$ cat config.mk
export PLATFORM = sky130hd
export DESIGN_NAME = gegf_ctrl
export DESIGN_NICKNAME = d
export VERILOG_FILES = /design/src/rtl/core/gegf_pkg.sv /design/src/rtl/core/gegf_ctrl.sv
export SDC_FILE = /design/constraint.sdc
export NUM_CORES = 1
export LEC_CHECK = 0
export ABC_AREA = 1
export BUFFER_PORTS_ARGS = -buffer_cell sky130_fd_sc_hd__buf_2
export CORE_AREA = 3 3 40 42
export DETAILED_ROUTE_END_ITERATION = 16
export DIE_AREA = 0 0 43 45
export SLEW_MARGIN = 0
export SYNTH_ARGS = -nofsm -noshare
export SYNTH_HDL_FRONTEND = slang
export SYNTH_SLANG_ARGS = --single-unit
$ cat constraint.sdc
create_clock -name clk -period 1.31 [get_ports clk]
set_clock_uncertainty 0.1 [all_clocks]
set_input_delay 0.1965 -clock clk [delete_from_list [all_inputs] [get_ports clk]]
set_output_delay 0.1965 -clock clk [all_outputs]
set_load 0.05 [all_outputs]
$ cat src/rtl/core/gegf_pkg.sv
// ----------------------------------------------------------------------------
// gegf_pkg
// Shared types and constants for the gradient edge glow filter.
// ----------------------------------------------------------------------------
package gegf_pkg;

    localparam int FW_W       = 12;
    localparam int FH_W       = 13;
    localparam int GAIN_W     = 3;
    localparam int BOR_W      = 3;
    localparam int CH_W       = 16;
    localparam int NUM_CH     = 3;
    localparam int PIX_W      = CH_W * NUM_CH;
    localparam int ROW_W      = 12;
    localparam int MAX_HEIGHT = 4096;
    localparam int MAX_GAIN   = 5;
    localparam int ROOT_STEPS = 16;
    localparam int CFG_IDX_W  = 3;
    localparam int CFG_DATA_W = 16;

    localparam logic [CH_W-1:0] FULL_8  = 16'd255;
    localparam logic [CH_W-1:0] FULL_16 = 16'd65535;

    localparam logic [CFG_IDX_W-1:0] REG_FRAME_WIDTH  = 3'd0;
    localparam logic [CFG_IDX_W-1:0] REG_FRAME_HEIGHT = 3'd1;
    localparam logic [CFG_IDX_W-1:0] REG_INTENSITY    = 3'd2;
    localparam logic [CFG_IDX_W-1:0] REG_BORDER_WIDTH = 3'd3;
    localparam logic [CFG_IDX_W-1:0] REG_EDGE_MODE    = 3'd4;
    localparam logic [CFG_IDX_W-1:0] REG_DEEP_SAMPLES = 3'd5;

    localparam logic CMD_PIXEL = 1'b0;
    localparam logic CMD_DRAIN = 1'b1;

    typedef struct packed {
        logic [FW_W-1:0]   frame_width;
        logic [FH_W-1:0]   frame_height;
        logic [GAIN_W-1:0] intensity;
        logic [BOR_W-1:0]  border_width;
        logic              edge_mode;
        logic              deep_samples;
    } cfg_t;

    typedef enum logic [3:0] {
        S_IDLE,
        S_RD_HERE,
        S_RD_RIGHT,
        S_RD_BELOW,
        S_LAT_BELOW,
        S_DIFF,
        S_SQUARE,
        S_SUM,
        S_ROOT,
        S_OUT
    } state_t;

    typedef enum logic [1:0] {
        RSEL_HERE,
        RSEL_RIGHT,
        RSEL_BELOW
    } rd_sel_t;

    typedef struct packed {
        logic    accept;
        logic    rd_en;
        rd_sel_t rd_sel;
        logic    lat_here;
        logic    lat_right;
        logic    lat_below;
        logic    diff;
        logic    square;
        logic    sum;
        logic    root_step;
        logic    load_out;
    } ctrl_cmd_t;

    typedef struct packed {
        logic will_emit;
        logic root_last;
        logic out_busy;
    } ctrl_status_t;

endpackage

$ cat src/rtl/core/gegf_ctrl.sv
// ----------------------------------------------------------------------------
// gegf_ctrl
// Sequencer: accept, three store reads, difference, square, sum, root, output.
// ----------------------------------------------------------------------------
module gegf_ctrl (
    input  logic                   clk,
    input  logic                   rst_n,
    input  logic                   in_valid,
    output logic                   in_stall,
    input  gegf_pkg::ctrl_status_t status,
    output gegf_pkg::ctrl_cmd_t    cmd
);

    gegf_pkg::state_t state_reg;
    gegf_pkg::state_t state_next;

    always_ff @(posedge clk or negedge rst_n)
    begin
        if (!rst_n)
        begin
            state_reg <= gegf_pkg::S_IDLE;
        end
        else
        begin
            state_reg <= state_next;
        end
    end

    always_comb
    begin
        state_next = state_reg;
        unique case (state_reg)
            gegf_pkg::S_IDLE:
            begin
                if (in_valid && status.will_emit)
                begin
                    state_next = gegf_pkg::S_RD_HERE;
                end
            end
            gegf_pkg::S_RD_HERE:   state_next = gegf_pkg::S_RD_RIGHT;
            gegf_pkg::S_RD_RIGHT:  state_next = gegf_pkg::S_RD_BELOW;
            gegf_pkg::S_RD_BELOW:  state_next = gegf_pkg::S_LAT_BELOW;
            gegf_pkg::S_LAT_BELOW: state_next = gegf_pkg::S_DIFF;
            gegf_pkg::S_DIFF:      state_next = gegf_pkg::S_SQUARE;
            gegf_pkg::S_SQUARE:    state_next = gegf_pkg::S_SUM;
            gegf_pkg::S_SUM:       state_next = gegf_pkg::S_ROOT;
            gegf_pkg::S_ROOT:
            begin
                if (status.root_last)
                begin
                    state_next = gegf_pkg::S_OUT;
                end
            end
            gegf_pkg::S_OUT:
            begin
                if (!status.out_busy)
                begin
                    state_next = gegf_pkg::S_IDLE;
                end
            end
            default: state_next = gegf_pkg::S_IDLE;
        endcase
    end

    always_comb
    begin
        cmd      = '0;
        cmd.rd_sel = gegf_pkg::RSEL_HERE;
        in_stall = 1'b1;
        unique case (state_reg)
            gegf_pkg::S_IDLE:
            begin
                in_stall   = 1'b0;
                cmd.accept = in_valid;
            end
            gegf_pkg::S_RD_HERE:
            begin
                cmd.rd_en  = 1'b1;
                cmd.rd_sel = gegf_pkg::RSEL_HERE;
            end
            gegf_pkg::S_RD_RIGHT:
            begin
                cmd.rd_en    = 1'b1;
                cmd.rd_sel   = gegf_pkg::RSEL_RIGHT;
                cmd.lat_here = 1'b1;
            end
            gegf_pkg::S_RD_BELOW:
            begin
                cmd.rd_en     = 1'b1;
                cmd.rd_sel    = gegf_pkg::RSEL_BELOW;
                cmd.lat_right = 1'b1;
            end
            gegf_pkg::S_LAT_BELOW: cmd.lat_below = 1'b1;
            gegf_pkg::S_DIFF:      cmd.diff      = 1'b1;
            gegf_pkg::S_SQUARE:    cmd.square    = 1'b1;
            gegf_pkg::S_SUM:       cmd.sum       = 1'b1;
            gegf_pkg::S_ROOT:      cmd.root_step = 1'b1;
            gegf_pkg::S_OUT:       cmd.load_out  = !status.out_busy;
            default:               cmd.accept    = 1'b0;
        endcase
    end

endmodule

# --- Word-level counts from Yosys, hierarchy flattened ---
# Index checks and enable logic that the tools add are counted.
totals:
  mem_bits_ro: 0
  latchBits: 0
  ramBits: 0
  reg_bits: 4
  mem_count: 0
  word_cells: 32
  output_inout_bits: 13
  inputBits: 6
classes:
  shift: 0
  eq_ne: 12
  add_sub_neg: 0
  n_mux: 15
  n_mul: 0
  bitwise_logic: 0
  order_cmp: 0
  reduce_logical: 4
  n_div: 0
ops:
  columns: ["operator", "count"]
  rows:
  - ["4-bit one-hot mux with 10 select lines", 1]
  - ["4-bit by 3-bit equality test with 1-bit output, second input constant", 4]
  - ["4-bit 2-to-1 mux", 3]
  - ["1-bit 2-to-1 mux", 10]
  - ["3-bit one-hot mux with 3 select lines", 1]
  - ["4-bit by 2-bit equality test with 1-bit output, second input constant", 2]
  - ["4-bit equality test, second input constant", 2]
  - ["2-bit != test, second input constant", 3]
  - ["4-bit by 1-bit equality test with 1-bit output, second input constant", 1]
  - ["4-bit logical NOT", 1]
  - ["3-bit AND reduction", 1]
  - ["1-bit logical AND", 1]
  - ["1-bit logical NOT", 1]

# --- Longest topological paths before layout ---
depth:
  word_depth: 3
  mapped_depth: 6
  ltp_nobuf: 6

# --- Least setup slack after synthesis ---
# Ideal clock, no wire load.
synth_path:
  path_type: "register to output"
  from: "reg state_reg[3]"
  to: "out cmd[8] in the netlist's numbering"
  path_stages_with_launch: 5
  path_buffers: 1
  t_arrival_ns: 2.130
  setup_slack_ns: -1.117
  t_required_ns: 1.013
  path_cell_list: "dfrtp_1 nor2_1 inv_2 nor3_1 buf_4"
synth_rtl:
  columns: ["item", "line_no", "text"]
  rows:
  - ["start: declaration", "gegf_ctrl.sv:14", "gegf_pkg::state_t state_reg;"]
  - ["start signal: assignment", "gegf_ctrl.sv:21", "state_reg <= gegf_pkg::S_IDLE;"]
  - ["start signal: assignment", "gegf_ctrl.sv:25", "state_reg <= state_next;"]
  - ["end: declaration", "gegf_ctrl.sv:11", "output gegf_pkg::ctrl_cmd_t cmd"]

==> results.yml <==
drt:
  via_per_inst: 4.25
  totalWireLength_um: 1130
  wl_per_cell_um: 11.2
  routed-via-count: 429
  drt_pass1_iterations: 4
  drc: 0
  postRouteAntennaNets: 0
  first_iter_violations: 7
place:
  place_congestion: 0.769
  dp_hpwl_um: 824
  io_buffers: 18
synthesis:
  synth_warnings: 0
  synth.most_common_cell: "nor2_1"
  avgSynthCellArea_um2: 6.76
  syn-num-nets: 53
  ys_seq_elements: 4
  synth.area.top_cells: "dfrtp_1 (31%), nor2_2 (9.8%), nor2_1 (8.3%)"
  syn-cell-area_um2: 318
  synth_edf_count: 0
  yosys.area.top_type: "dfrtp_1"
  synthTopCellsByCount: "nor2_1 (7), inv_1 (6), nand2_1 (6), nor2_2 (5), nor3_1 (5)"
  yosysSeqAreaShare_pct: 31.5
  async_flop_share_pct: 100
  synthFlopType: "dfrtp_1"
  yosysUniqueCellTypes: 15
  synth_top_area_share_pct: 31.5
  synth_cells: 47
grt:
  groute.usage.overall_pct: 12.4
  grt_pass1_vias: 411
  grt_pass1_wl_um: 1720
  grt_overflow: 0
  grt_max_degree: 6
  antenna_found_initial: 0
clocking:
  htree_levels: 1
  path_clk_slew_ns: 0.04
  clock_latency_ns: 0.24
  clock_tree.root_cell: "clkbuf_4"
  clockBufferDepth: 2
  numCtsBuffers: 3
  cts_tree: "built"
  cts_sinks: 4
hold_path:
  min_path_type: "in -> async"
timing:
  hold_violations: 0
  max_slew.worst_pin.slew_ns: 0.196
  grt_setup_unrepaired: "yes"
  setup_violations: 14
  period_needed_ns: 1.60
  worst_slack_ns: -0.286
  slew_violations: 0
  fin_crit_sh_pct: 122
  maxSlewHeadroom_pct: 86.9
  max_freq_ghz: 0.627
setup_path:
  crit_path_end_kind: "primary output"
  path_class: "reg -> out"
  cpPeakStageDelay_ns: 0.41
  critPathArrivalTime_ns: 1.30
  ff2ff_path_depth: 7
  path_cells: "nor2_2 > inv_2 > nor3_4 > buf_6"
  path_buf_inv: 2
  path_max_fanout: 4
  start_kind: "register"
  path_depth: 4
  required_ns: 1.01
  critPathSlowestCell: "dfrtp_1"
  critPathTopFamily: "flip-flops"
floorplanning:
  rows: 13
  start_util_pct: 24.7
  boundaryPins: 19
  die-area_um2: 1940
  die_h_um: 45
  coreArea_um2: 1280
  dieWidth_um: 43
final_layout:
  fill_cells: 111
  syn2layout_area_growth_pct: 147
  drive_above_1_share_pct: 75.6
  largest_register_ffs: 4
  post-route-util_pct: 61.1
  fin_nets: 94
  num_antenna_cells: 0
outcome:
  failed_checks: "setup timing"
  status: "finished with violations"
run:
  cap_violations: 0
## stage by stage
stage | setup TNS, ns | instances | area (um2) | setup WS, ns | hold WS (ns)
2_1_floorplan | -2.78 | 47 | 379 | -0.355 | -0.199
3_3_place_gp | -0.353 | 93 | 582 | -0.0618 | -0.0956
3_5_place_dp | -0.532 | 93 | 582 | -0.102 | -0.0954
4_1_cts | -2.64 | 99 | 742 | -0.272 | 0.174
5_1_grt | -4.26 | 101 | 785 | -0.384 | 0.188
6_report | -2.99 | 101 | 785 | -0.286 | 0.181
## final timing paths
path | slack [ns] | to | startpoint
min | 0.18 | state_reg[2] | rst_n
min reg2reg | 0.53 | state_reg[1] | state_reg[3]
max | -0.29 | cmd[8] | state_reg[3]
max reg2reg | -0.04 | state_reg[2] | state_reg[2]
max in group asynchronous | 0.78 | state_reg[1] | rst_n
min in group clk | 0.18 | state_reg[3] | status[0]
## layout make-up
class | instances | area [um2] | area share [%]
Multi-Input combinational cell | 32 | 263 | 33.5
Sequential cell | 4 | 103 | 13.1
Tap cell | 15 | 18.8 | 2.39
Inverter | 10 | 37.5 | 4.78
Timing Repair Buffer | 37 | 340 | 43.4
Clock buffer | 3 | 22.5 | 2.87
## cells in the final DEF, fill, tap and decap left out
| master | Yosys | layout |
|---|---|---|
| nor3_1 | 5 | 1 |
| nand2_2 | 2 | 4 |
| nor2_1 | 7 | 3 |
| clkinv_1 | 1 | 1 |
| nor2_2 | 5 | 2 |
| buf_12 | 0 | 1 |
| nor2_4 | 1 | 8 |
| clkbuf_4 | 0 | 3 |
| nor3_2 | 0 | 2 |
| dfrtp_2 | 0 | 2 |
| dfrtp_1 | 4 | 2 |
| nand3_1 | 3 | 3 |
| buf_6 | 0 | 12 |
| dlygate4sd3_1 | 0 | 1 |
| inv_2 | 3 | 3 |
| o21bai_1 | 1 | 1 |
| nor3_4 | 0 | 2 |
| o21bai_2 | 1 | 1 |
| nand3_2 | 1 | 1 |
| nand2_1 | 6 | 3 |
| inv_1 | 6 | 6 |
| nand2_4 | 0 | 1 |
| buf_8 | 0 | 2 |
| buf_4 | 1 | 16 |
| buf_2 | 0 | 5 |
## worst reg2reg max path, stage by stage, from the launching register on
cell and delay, ns:
dfrtp_1 0.37, inv_1 0.06, nor2_1 0.13, inv_2 0.10
buf_4 0.14, buf_4 0.12, buf_4 0.12, o21bai_1 0.13
## metal layers
metal | vias to the layer above | share of wire (%) | global-route usage [%]
li1 | 220 | - | -
met1 | 190 | 37 | 13.4
met2 | 19 | 56 | 22.2
met3 | 0 | 6.8 | 3.98
met4 | 0 | 0 | 5.42
met5 | - | 0 | 0
## timing repair
| item | in CTS | in global routing |
|---|---|---|
| resized for setup | 35 | 4 |
| endpoints found under the setup margin | 13 | 15 |
| endpoints found under the hold margin | 4 | 0 |
| buffers inserted | 2 | 2 |
| pin swaps | 4 | 2 |
| hold buffers | 1 | 0 |
## logic make-up (layout without fill, tap and decap cells)
kind of cell | after synthesis | in the layout | synth area share, %
simple gates | 30 | 30 | 48.4
buf+inv | 11 | 50 | 14.2
flops | 4 | 4 | 31.5
compound gates | 2 | 2 | 5.91
Power is left out: the tool's default activity adds up to more than one toggle a clock period on the data nets, which glitch-free logic cannot reach.
